**config.mk**
```make
export PLATFORM = sky130hd
export DESIGN_NAME = fifo_handoff_mutex_unit
export DESIGN_NICKNAME = d
export VERILOG_FILES = /design/src/design/fhmu_pkg.sv /design/src/design/fhmu_ctrl.sv /design/src/design/fhmu_dp.sv /design/src/design/fifo_handoff_mutex_unit.sv
export VERILOG_INCLUDE_DIRS = /design/src /design/src/design
export SDC_FILE = /design/constraint.sdc
export NUM_CORES = 1
export LEC_CHECK = 0
export BUFFER_PORTS_ARGS = -buffer_cell sky130_fd_sc_hd__buf_2
export CORE_AREA = 2 2 210 160
export CTS_CLUSTER_DIAMETER = 80
export CTS_CLUSTER_SIZE = 16
export DETAILED_ROUTE_END_ITERATION = 7
export DIE_AREA = 0 0 212 162
export MAX_ROUTING_LAYER = met4
export PLACE_DENSITY = 0.5
export SLEW_MARGIN = 15
export SYNTH_ARGS = -nofsm -noshare
export SYNTH_HDL_FRONTEND = slang
export SYNTH_SLANG_ARGS = --single-unit
export TNS_END_PERCENT = 5
```
**constraint.sdc**
```tcl
create_clock -name clk -period 3.1 [get_ports clk]
set_input_delay 0.31 -clock clk [delete_from_list [all_inputs] [get_ports clk]]
set_output_delay 0.31 -clock clk [all_outputs]
set_load 0.03 [all_outputs]
```
**src/design/fifo_handoff_mutex_unit_defines.svh**
```systemverilog
// Assertion macros shared by the mutex unit RTL.
`ifndef FIFO_HANDOFF_MUTEX_UNIT_DEFINES_SVH
`define FIFO_HANDOFF_MUTEX_UNIT_DEFINES_SVH

`ifndef SYNTHESIS
`define FHMU_ASSERT(lbl, clk_s, rst_s, prop) \
	lbl: assert property (@(posedge clk_s) disable iff (!rst_s) (prop)) \
		else $error("fhmu assertion failed");
`define FHMU_ASSERT_NEXT(lbl, clk_s, rst_s, ante, cons) \
	lbl: assert property (@(posedge clk_s) disable iff (!rst_s) (ante) |=> (cons)) \
		else $error("fhmu assertion failed");
`else
`define FHMU_ASSERT(lbl, clk_s, rst_s, prop)
`define FHMU_ASSERT_NEXT(lbl, clk_s, rst_s, ante, cons)
`endif

`endif

```
**src/design/fhmu_pkg.sv**
```systemverilog
package fhmu_pkg;

	localparam int QUEUE_DEPTH_DEF = 16;
	localparam int THREAD_BITS_DEF = 8;

	typedef enum logic [1:0] {
		ACT_LOCK   = 2'd0,
		ACT_TRY    = 2'd1,
		ACT_UNLOCK = 2'd2,
		ACT_REMOVE = 2'd3
	} action_t;

	typedef enum logic [3:0] {
		ST_GRANTED  = 4'd0,
		ST_QUEUED   = 4'd1,
		ST_REFUSED  = 4'd2,
		ST_RELEASED = 4'd3,
		ST_HANDOFF  = 4'd4,
		ST_IGNORED  = 4'd5,
		ST_REMOVED  = 4'd6,
		ST_NOTFOUND = 4'd7,
		ST_FULL     = 4'd8
	} status_t;

	typedef enum logic [1:0] {
		S_IDLE = 2'd0,
		S_EXEC = 2'd1,
		S_OUT  = 2'd2
	} state_t;

	typedef struct packed {
		logic capture;
		logic execute;
	} ctrl_cmd_t;

endpackage

```
**src/design/fhmu_ctrl.sv**
```systemverilog
`include "fifo_handoff_mutex_unit_defines.svh"

module fhmu_ctrl (
	input  logic                 clk,
	input  logic                 arst_n,
	input  logic                 in_valid,
	output logic                 in_ready,
	output logic                 out_valid,
	input  logic                 out_ready,
	output fhmu_pkg::ctrl_cmd_t  cmd
);

	fhmu_pkg::state_t state_q;
	fhmu_pkg::state_t state_n;

	always_ff @(posedge clk or negedge arst_n) begin
		if (!arst_n) begin
			state_q <= fhmu_pkg::S_IDLE;
		end else begin
			state_q <= state_n;
		end
	end

	always_comb begin
		state_n     = state_q;
		in_ready    = 1'b0;
		out_valid   = 1'b0;
		cmd.capture = 1'b0;
		cmd.execute = 1'b0;
		unique case (state_q)
			fhmu_pkg::S_IDLE: begin
				in_ready    = 1'b1;
				cmd.capture = in_valid;
				if (in_valid) begin
					state_n = fhmu_pkg::S_EXEC;
				end
			end
			fhmu_pkg::S_EXEC: begin
				cmd.execute = 1'b1;
				state_n     = fhmu_pkg::S_OUT;
			end
			fhmu_pkg::S_OUT: begin
				out_valid = 1'b1;
				// take the next request in the same cycle the result leaves
				in_ready    = out_ready;
				cmd.capture = in_valid && out_ready;
				if (out_ready) begin
					state_n = in_valid ? fhmu_pkg::S_EXEC : fhmu_pkg::S_IDLE;
				end
			end
			default: begin
				state_n = fhmu_pkg::S_IDLE;
			end
		endcase
	end

	`FHMU_ASSERT_NEXT(a_capture_then_exec, clk, arst_n, cmd.capture, cmd.execute)
	`FHMU_ASSERT_NEXT(a_exec_then_result, clk, arst_n, cmd.execute, out_valid)
	`FHMU_ASSERT(a_no_capture_while_stalled, clk, arst_n, !(out_valid && !out_ready && cmd.capture))

endmodule

```
**src/design/fhmu_dp.sv**
```systemverilog
`include "fifo_handoff_mutex_unit_defines.svh"

module fhmu_dp #(
	parameter int QUEUE_DEPTH = fhmu_pkg::QUEUE_DEPTH_DEF,
	parameter int THREAD_BITS = fhmu_pkg::THREAD_BITS_DEF,
	parameter int CNT_W       = $clog2(QUEUE_DEPTH + 1)
) (
	input  logic                   clk,
	input  logic                   arst_n,
	input  fhmu_pkg::ctrl_cmd_t    cmd,
	input  logic [1:0]             action,
	input  logic [THREAD_BITS-1:0] thread_id,
	output logic [3:0]             status,
	output logic                   woken_valid,
	output logic [THREAD_BITS-1:0] woken_thread,
	output logic                   owner_valid,
	output logic [THREAD_BITS-1:0] owner_thread,
	output logic [CNT_W-1:0]       waiting_count
);

	// architectural state
	logic                   held_q;
	logic [THREAD_BITS-1:0] owner_q;
	logic [CNT_W-1:0]       cnt_q;
	logic [THREAD_BITS-1:0] cells_q [QUEUE_DEPTH];

	// captured request and per-cell match
	fhmu_pkg::action_t      act_s1;
	logic [THREAD_BITS-1:0] tid_s1;
	logic [QUEUE_DEPTH-1:0] match_s1;
	logic [QUEUE_DEPTH-1:0] match_c;

	// result register
	fhmu_pkg::status_t      status_q;
	logic                   woken_v_q;
	logic [THREAD_BITS-1:0] woken_q;

	// execute-step decode
	fhmu_pkg::status_t      status_n;
	logic                   is_owner;
	logic                   grant;
	logic                   enq;
	logic                   release_own;
	logic                   handoff;
	logic                   drop;
	logic [QUEUE_DEPTH-1:0] from_first;
	logic [QUEUE_DEPTH-1:0] shift;

	always_comb begin
		for (int i = 0; i < QUEUE_DEPTH; i++) begin
			match_c[i] = (cells_q[i] == thread_id) && (CNT_W'(i) < cnt_q);
		end
	end

	always_ff @(posedge clk) begin
		if (cmd.capture) begin
			act_s1   <= fhmu_pkg::action_t'(action);
			tid_s1   <= thread_id;
			match_s1 <= match_c;
		end
	end

	always_comb begin
		is_owner    = held_q && (owner_q == tid_s1);
		grant       = 1'b0;
		enq         = 1'b0;
		release_own = 1'b0;
		drop        = 1'b0;
		status_n    = fhmu_pkg::ST_IGNORED;
		unique case (act_s1)
			fhmu_pkg::ACT_LOCK: begin
				if (!held_q) begin
					grant    = 1'b1;
					status_n = fhmu_pkg::ST_GRANTED;
				end else if (cnt_q < CNT_W'(QUEUE_DEPTH)) begin
					enq      = 1'b1;
					status_n = fhmu_pkg::ST_QUEUED;
				end else begin
					status_n = fhmu_pkg::ST_FULL;
				end
			end
			fhmu_pkg::ACT_TRY: begin
				if (!held_q) begin
					grant    = 1'b1;
					status_n = fhmu_pkg::ST_GRANTED;
				end else begin
					status_n = fhmu_pkg::ST_REFUSED;
				end
			end
			fhmu_pkg::ACT_UNLOCK: begin
				release_own = is_owner;
			end
			fhmu_pkg::ACT_REMOVE: begin
				if (!held_q) begin
					status_n = fhmu_pkg::ST_NOTFOUND;
				end else if (is_owner) begin
					release_own = 1'b1;
				end else if (|match_s1) begin
					drop     = 1'b1;
					status_n = fhmu_pkg::ST_REMOVED;
				end else begin
					status_n = fhmu_pkg::ST_NOTFOUND;
				end
			end
			default: begin
				status_n = fhmu_pkg::ST_IGNORED;
			end
		endcase
		handoff = release_own && (cnt_q != '0);
		if (release_own) begin
			status_n = handoff ? fhmu_pkg::ST_HANDOFF : fhmu_pkg::ST_RELEASED;
		end
	end

	// cells at and above the oldest match move down one place
	assign from_first = match_s1 | ~(match_s1 - QUEUE_DEPTH'(1));
	assign shift = handoff ? '1 : (drop ? from_first : '0);

	for (genvar g = 0; g < QUEUE_DEPTH; g++) begin : g_cell
		if (g < QUEUE_DEPTH - 1) begin : g_mid
			always_ff @(posedge clk) begin
				if (cmd.execute) begin
					if (shift[g]) begin
						cells_q[g] <= cells_q[g+1];
					end else if (enq && (cnt_q == CNT_W'(g))) begin
						cells_q[g] <= tid_s1;
					end
				end
			end
		end else begin : g_last
			always_ff @(posedge clk) begin
				if (cmd.execute && enq && (cnt_q == CNT_W'(g))) begin
					cells_q[g] <= tid_s1;
				end
			end
		end
	end

	always_ff @(posedge clk or negedge arst_n) begin
		if (!arst_n) begin
			held_q  <= 1'b0;
			owner_q <= '0;
			cnt_q   <= '0;
		end else if (cmd.execute) begin
			if (grant) begin
				held_q  <= 1'b1;
				owner_q <= tid_s1;
			end else if (handoff) begin
				owner_q <= cells_q[0];
			end else if (release_own) begin
				held_q  <= 1'b0;
				owner_q <= '0;
			end
			if (enq) begin
				cnt_q <= cnt_q + CNT_W'(1);
			end else if (handoff || drop) begin
				cnt_q <= cnt_q - CNT_W'(1);
			end
		end
	end

	always_ff @(posedge clk) begin
		if (cmd.execute) begin
			status_q  <= status_n;
			woken_v_q <= handoff;
			woken_q   <= handoff ? cells_q[0] : '0;
		end
	end

	// owner and count only change on execute, so they stand for the pending result
	assign status        = status_q;
	assign woken_valid   = woken_v_q;
	assign woken_thread  = woken_q;
	assign owner_valid   = held_q;
	assign owner_thread  = owner_q;
	assign waiting_count = cnt_q;

	`FHMU_ASSERT(a_count_bound, clk, arst_n, cnt_q <= CNT_W'(QUEUE_DEPTH))
	`FHMU_ASSERT(a_free_owner_zero, clk, arst_n, held_q || (owner_q == '0))
	`FHMU_ASSERT_NEXT(a_enq_grows, clk, arst_n, cmd.execute && enq, cnt_q == $past(cnt_q) + CNT_W'(1))
	`FHMU_ASSERT_NEXT(a_handoff_owner, clk, arst_n, cmd.execute && handoff, held_q && (owner_q == woken_q))

endmodule

```
**src/design/fifo_handoff_mutex_unit.sv**
```systemverilog
// Hardware mutex with a first-in first-out wait queue.
// Request channel (in_valid/in_ready): action and thread_id. Lock grants a free
// mutex or queues the caller, try-lock grants or refuses, unlock by the owner
// hands off to the oldest waiter or frees the mutex, remove drops the owner
// (as an unlock) or the oldest matching waiter and compacts the queue.
// Result channel (out_valid/out_ready): one transfer per request with status,
// the woken thread on handoff, and owner and waiter count after the request.
// An accepted request is captured, then executed, which registers the result,
// and the result is then held on the result channel until taken. The next request
// is taken in the cycle its predecessor's result leaves, not before; the limit is
// the capture/execute sequence of the controller, where capture registers the
// per-cell match against the request.
// While the receiver stalls, the result holds and no request is accepted.
// Reset (arst_n low) frees the mutex and empties the queue; no clearing pass
// is needed and a request may be sent in the first cycle after reset.
module fifo_handoff_mutex_unit #(
	parameter int QUEUE_DEPTH = fhmu_pkg::QUEUE_DEPTH_DEF,
	parameter int THREAD_BITS = fhmu_pkg::THREAD_BITS_DEF,
	parameter int CNT_W       = $clog2(QUEUE_DEPTH + 1)
) (
	input  logic                   clk,
	input  logic                   arst_n,
	input  logic                   in_valid,
	output logic                   in_ready,
	input  logic [1:0]             action,
	input  logic [THREAD_BITS-1:0] thread_id,
	output logic                   out_valid,
	input  logic                   out_ready,
	output logic [3:0]             status,
	output logic                   woken_valid,
	output logic [THREAD_BITS-1:0] woken_thread,
	output logic                   owner_valid,
	output logic [THREAD_BITS-1:0] owner_thread,
	output logic [CNT_W-1:0]       waiting_count
);

	fhmu_pkg::ctrl_cmd_t cmd;

	fhmu_ctrl u_ctrl (
		.clk       (clk),
		.arst_n    (arst_n),
		.in_valid  (in_valid),
		.in_ready  (in_ready),
		.out_valid (out_valid),
		.out_ready (out_ready),
		.cmd       (cmd)
	);

	fhmu_dp #(
		.QUEUE_DEPTH (QUEUE_DEPTH),
		.THREAD_BITS (THREAD_BITS),
		.CNT_W       (CNT_W)
	) u_dp (
		.clk           (clk),
		.arst_n        (arst_n),
		.cmd           (cmd),
		.action        (action),
		.thread_id     (thread_id),
		.status        (status),
		.woken_valid   (woken_valid),
		.woken_thread  (woken_thread),
		.owner_valid   (owner_valid),
		.owner_thread  (owner_thread),
		.waiting_count (waiting_count)
	);

endmodule

```
==> results of run 1 <==
==> metrics by stage <==
step	setup slack [ns]	TNS (ns)	total power (W)
floorplan	-0.200	-14.41	0.00389
finish	0.161	0	0.00665
detailed placement	0.132	0	0.00447
global route	0.0837	0	0.00691
CTS	0.0991	0	0.00668
global placement	0.209	0	0.00447
==> worst max-delay path, stage by stage (launching register included) <==
cell and delay, ns:
dfrtp_1 0.38, inv_1 0.10, ha_1 0.19, or4b_1 0.51
nand2_1 0.13, nor4_2 0.06, buf_12 0.15, or2_2 0.37
nor4_1 0.31, o21ai_1 0.36
==> sequential cells by signal, summed over array words and instances, names as in the netlist, 2 cells and up <==
signal	flops
u_dp.woken_thread	8
u_dp.cells_q	128
u_ctrl.state_q	2
u_dp.waiting_count	5
u_dp.match_s1	16
u_dp.status	4
u_dp.act_s1	2
u_dp.tid_s1	8
u_dp.owner_thread	8
==> final timing paths <==
| kind | endpoint | slack (ns) | cells after the start |
|---|---|---|---|
| min reg2reg | u_dp.owner_thread[5]$_DFFE_PN0P_ | 0.56 | 1 |
| min | u_dp.act_s1[1]$_DFFE_PP_ | 0.06 | 1 |
| max | u_dp.cells_q[1][50]$_DFFE_PP_ | 0.16 | 9 |
| max in group asynchronous | u_dp.waiting_count[4]$_DFFE_PN0P_ | 2.40 | 2 |
| min in group asynchronous | u_ctrl.state_q[0]$_DFFE_PN0P_ | 0.37 | 2 |
| max reg2reg | u_dp.cells_q[1][50]$_DFFE_PP_ | 0.16 | 9 |
==> routing by layer <==
layer  routed length, µm  track usage  share of wire
met2               11200        0.221           0.40
met5                   0            -              0
met3                1740       0.0323          0.062
met4                 207       0.0359         0.0074
met1               14800        0.276           0.53
==> synthesized netlist by cell type (2+ instances only) <==
cell type  instances
a21o_1             9
edfxtp_1         167
nand3_1           13
buf_1              2
and2_1            13
nand2b_1           3
inv_1              8
nand2_4            3
dfrtp_1           16
buf_2              3
mux2_4             2
nand2_1           18
a21oi_1            8
ha_1               5
mux2_2           127
nor3_2             2
nor4_1            14
o21ai_0           23
a211oi_1           8
or3_1              2
clkbuf_1          40
nand4_1           30
nor2_1            18
nor3_1            14
nand4b_1           2
or4_1              2
or2_2              3
a31oi_1            2
xor2_1            31
xnor2_1          108
==> kinds of logic after synthesis <==
group	Yosys count	synth area share
fa+ha+maj	5	0.00653
mux	130	0.154
flops	183	0.566
buf+inv	55	0.0221
compound gates	59	0.0389
xor+xnor	139	0.127
simple gates	142	0.0862
==> report_power, final <==
part | internal [W] | switching, W
Sequential | 0.00289 | 0.000118
Clock | 0.00126 | 0.000960
Combinational | 0.000474 | 0.000959
==> layout by cell type, fill, tap and decap left out, types with 3 or more instances in the layout <==
| cell type | synthesis | layout |
|---|---|---|
| a21o_1 | 9 | 9 |
| clkinv_4 | 0 | 3 |
| mux2_2 | 127 | 127 |
| edfxtp_1 | 167 | 167 |
| clkinvlp_4 | 0 | 3 |
| a211oi_1 | 8 | 8 |
| a21oi_1 | 8 | 8 |
| nor4_1 | 14 | 14 |
| nor3_1 | 14 | 14 |
| nand2b_1 | 3 | 3 |
| xor2_1 | 31 | 31 |
| buf_4 | 0 | 48 |
| xnor2_1 | 108 | 108 |
| inv_1 | 8 | 8 |
| dfrtp_1 | 16 | 16 |
| clkbuf_16 | 0 | 17 |
| nand2_1 | 18 | 18 |
| clkinv_1 | 1 | 4 |
| ha_1 | 5 | 5 |
| nor2_1 | 18 | 18 |
| nand3_1 | 13 | 13 |
| nand4_1 | 30 | 30 |
| buf_2 | 3 | 42 |
| and2_1 | 13 | 13 |
| bufinv_16 | 0 | 3 |
| o21ai_0 | 23 | 14 |
| or2_2 | 3 | 3 |
| o21ai_1 | 0 | 9 |
| nand2_4 | 3 | 3 |
==> timing repair <==
| item | CTS | global route |
|---|---|---|
| hold endpoints to repair | 16 | 0 |
| gates resized for setup | 0 | 3 |
| hold buffers | 1 | 0 |
| endpoints found under the setup margin | 0 | 24 |
==> area by class of cell <==
cell class / instances / area (µm²)
Fill cell: 3151 / 21000
Multi-Input combinational cell: 475 / 3950
Timing Repair Buffer: 92 / 601
Clock inverter: 14 / 160
Clock buffer: 17 / 425
Tap cell: 442 / 553
Inverter: 9 / 33.8
Sequential cell: 183 / 5420
==> metrics, run 1 <==
root buffer cell clkbuf_16; vias in the first global route 5963; final core occ 0.346; placed cell area approximately 11000 µm²; worst path arrival time 3.02 ns; htree depth 4; Starting Density 0.298; Clock Latency Late Sink 0.44 ns; NumNets Final 797; fin crit share 0.948; global-route wire length before repair slightly above 40000 µm; grt ovf 0; Routed WL 28000 µm; sequential fraction of the synthesis area 0.566; placed insts 1200; share of cells above drive strength 1 0.330; Leakage 3.85 nW; worst min-delay path class input pin to register; clk sinks between 150 and 200; clock tree buffer depth 2; max_cap viols 0; Syn. warnings 0; Die Y 162 µm; Syn Std Cell Area 9580 µm²; power density cells 597 nW/µm²; worst slew pin tran a little over 1 ns; Worst Setup SP u_dp.waiting_count[0]$_DFFE_PN0P_; drt pass-1 iters 6; Post-Syn Area per Cell 13.4 µm²; net count after synthesis 732; Clock Pin Slew Worst Setup and Hold Paths 0.07 ns; IO Count 43; Synth top area share 0.524; port buffer count 42; kind of critical path register to register; Fmax around 340 MHz; Worst slew margin 0.314; post-route insts no fill 1232; final setup violation count 0; All-Layer GR Usage 0.173; antenna fix cells 0; FP Rows 57; critical path fanouts, max 15; Final min period around 2.9 ns; Routed WL per cell 22.7 µm; final hold violations 0; Post-CTS Setup Repair Bufs 0; Hold Slack 0.0556 ns; hold path start action[1]; initial antenna violation count 0; Max rail drop VDD between 0.3 and 0.4 mV; initial drt markers 542; clock buffer count from CTS 17; WP data required between 3 and 4 ns; Slew Limit Fails 0; DIE AREA between 30000 and 40000 µm²; Critical Path Source Type register; largest net degree at the start of global routing 27; Distinct cells, synth 47; Critical Path End Type register; status completed; RR Startpoint u_dp.waiting_count[0]$_DFFE_PN0P_; clock skew 0.00941 ns; vias per std cell 4.92; CTS tree yes; post-route ant nets 0; gpl congestion 0.823; Finished Cell Area approximately 11000 µm²; post-synthesis instance total 713; detailed-placement wirelength estimate 18500 µm; ys flop type edfxtp_1; # DRC 0; core area 32200 µm²; EDFF count, synth 167; post-synth top area cell edfxtp_1; synth top area cells edfxtp_1 (52%), mux2_2 (15%), xnor2_1 (9.9%); synthesis-to-layout area growth 16.3%; RSZ-0062 raised after global routing false; flops & latches, synth 183; vias 6067; Die W 212 µm; Async SR Flop Fraction 0.0874
No activity file was read; power rests on OpenSTA's default activity.
==> run 2, diff against run 1 <==
--- a/config.mk
+++ b/config.mk
@@ -8,11 +8,11 @@
 export LEC_CHECK = 0
 export BUFFER_PORTS_ARGS = -buffer_cell sky130_fd_sc_hd__buf_2
-export CORE_AREA = 2 2 210 160
+export CORE_AREA = 2 2 163 125
 export CTS_CLUSTER_DIAMETER = 80
 export CTS_CLUSTER_SIZE = 16
 export DETAILED_ROUTE_END_ITERATION = 7
-export DIE_AREA = 0 0 212 162
+export DIE_AREA = 0 0 165 127
 export MAX_ROUTING_LAYER = met4
-export PLACE_DENSITY = 0.5
+export PLACE_DENSITY = 0.73
 export SLEW_MARGIN = 15
 export SYNTH_ARGS = -nofsm -noshare
==> constraint.sdc (replaced) <==
create_clock -name clk -period 3.1 [get_ports clk]
set_input_delay 0.465 -clock clk [delete_from_list [all_inputs] [get_ports clk]]
set_output_delay 0.465 -clock clk [all_outputs]
set_load 0.03 [all_outputs]
==> run 2 against run 1 <==
Effect of this change:
- worst hold slack better by 0.15 ns
- register-to-register slack about the same
- design area down 2.8%
- count of clock-buffer cells in the layout up 2
- power up 0.12%
- largest cell class unchanged
- worst setup slack worse by 0.0032 ns
- non-clock buffer count down 13
- final cell count down 16%
- combinational power down 6%
- first-iteration DRC count up 35%
==> metrics, run 2 (synthesis gave the netlist of run 1 again) <==
status completed; worst slew pin tran around 1.1 ns; post-route ant nets 0; Starting Density 0.498; critical path fanouts, max 15; Logic pwr share 0.201; share of cells above drive strength 1 0.320; Final min period around 2.9 ns; vias in the first global route ~6300; crit-path cells inv_1 -> ha_1 -> or4b_1 -> nand2_1 -> nor4_2 -> buf_4 -> or3_1 -> nor4_1 -> o21ai_1; clock tree buffer depth 2; largest reg by FF count u_dp.cells_q; final hold violations 0; IO Count 43; clk sinks 183; antenna fix cells 0; RSZ-0062 raised after global routing false; Max rail drop VDD around 0.35 mV; CTS tree yes; CP top delay family simple AND/OR/NAND/NOR gates; Die Y roughly 130 µm; CP max-delay cell or4b_1; Worst slew margin 0.272; Clock Pin Slew Worst Setup and Hold Paths about 0.070 ns; grt ovf 0; # DRC 0; switching share of power 0.296; Slew Limit Fails 0; vias 6184; Finished Cell Area around 11000 µm²; Leakage 3.80 nW; slowest stage delay, CP 0.50 ns; detailed-placement wirelength estimate 16000 µm; kind of critical path register to register; total chip power 0.00666 W; hold path start action[0]; final setup violation count 0; initial drt markers around 730; port buffer count 42; Fmax ~340 MHz; Clock Latency Late Sink between 0.4 and 0.5 ns; DIE AREA ~21000 µm²; fin crit share 0.949; most common cell after layout, fill and taps aside edfxtp_1; max FFs per register 128; Hold Slack 0.209 ns; Worst Setup SP u_dp.waiting_count[0]$_DFFE_PN0P_; Pint 0.00469 W; Buf/Inv on CP 2; most frequent cells in the layout edfxtp_1 (167), mux2_2 (127), xnor2_1 (108); worst path arrival time roughly 3.1 ns; FP Rows 44; clock buffer count from CTS 17; Sw Pwr 0.00197 W; largest net degree at the start of global routing 27; clock skew 0.0120 ns; global-route wire length before repair between 30000 and 40000 µm; clock network power share 0.350; Routed WL per cell 23.1 µm; Flop pwr share 0.449; power density cells 615 nW/µm²; gpl congestion 0.910; worst min-delay path class input pin to register; core area 19200 µm²; initial antenna violation count 0; placed cell area 10200 µm²; Post-CTS Setup Repair Bufs 0; Routed WL 23800 µm; synthesis-to-layout area growth 13.1%; WP data required 3.20 ns; NumNets Final 784; root buffer cell clkbuf_16; Total Neg Setup Slack 0 ns; drt pass-1 iters 5; htree depth 4; vias per std cell 6.00; RR Startpoint u_dp.waiting_count[0]$_DFFE_PN0P_; Critical Path Source Type register; Critical Path End Type register; max_cap viols 0; All-Layer GR Usage 0.244; final core occ 0.564; Largest regs u_dp.cells_q (128), u_dp.match_s1 (16); Die W 165 µm
[run 2: cell types whose count changed in the layout (fill, tap and decap cells not counted)]
| cell | previous run | this run |
|---|---|---|
| o21ai_0 | 14 | 15 |
| mux2i_2 | 1 | 0 |
| clkinv_4 | 3 | 0 |
| o21ai_1 | 9 | 8 |
| buf_4 | 48 | 36 |
| inv_6 | 0 | 5 |
| bufinv_16 | 3 | 4 |
| mux2i_1 | 0 | 1 |
| clkinv_2 | 2 | 1 |
| buf_12 | 1 | 0 |
| clkinv_1 | 4 | 1 |
| clkbuf_1 | 0 | 2 |
[run 2: final cells by class]
| class | instances | area (µm²) |
|---|---|---|
| fillers | 1522 | 8380 |
| flip-flops and latches | 183 | 5420 |
| multi-input cells | 475 | 3950 |
| repair buffers | 79 | 490 |
| clock buffers | 19 | 433 |
| well taps | 253 | 317 |
| clock inverters | 13 | 191 |
| inverters | 9 | 33.8 |
[run 2: per-stage QoR]
step / setup WS (ns) / instances
floorplan: -0.200 / 713
global placement: 0.205 / 998
detailed placement: 0.0541 / 998
CTS: 0.0220 / 1031
global route: 0.00492 / 1031
finish: 0.158 / 1031
[run 2: power groups by stage]
| stage | sequential, W | clock, W | combinational [W] |
|---|---|---|---|
| floorplan | 0.00315 | 0 | 0.000740 |
| global placement | 0.00303 | 0 | 0.00129 |
| detailed placement | 0.00304 | 0 | 0.00132 |
| CTS | 0.00299 | 0.00232 | 0.00133 |
| global route | 0.00301 | 0.00243 | 0.00144 |
| finish | 0.00299 | 0.00233 | 0.00134 |
[run 2: path summary, 6_finish.rpt]
kind	to	slack, ns	cells after the start
setup / recovery	u_dp.cells_q[1][20]$_DFFE_PP_	0.16	9
hold / removal	u_dp.act_s1[0]$_DFFE_PP_	0.21	1
setup reg to reg	u_dp.cells_q[1][20]$_DFFE_PP_	0.16	9
hold reg to reg	u_dp.owner_thread[3]$_DFFE_PN0P_	0.56	1
max in group asynchronous	u_dp.waiting_count[1]$_DFFE_PN0P_	2.29	2
min in group asynchronous	u_ctrl.state_q[0]$_DFFE_PN0P_	0.51	2
[run 2: layer usage]
| metal | track usage | vias up | wire [µm] |
|---|---|---|---|
| met5 | - | - | 0 |
| met4 | 0.0685 | 0 | 446 |
| met3 | 0.0656 | 37 | 2160 |
| met2 | 0.346 | 276 | 10500 |
| met1 | 0.345 | 3127 | 10700 |
| li1 | - | 2744 | - |
[run 2: repair_timing]
item | CTS | global route
endpoints found under the setup margin | 0 | 8
hold buffers | 1 | 0
hold endpoints to repair | 16 | 0
gates resized for setup | 0 | 1
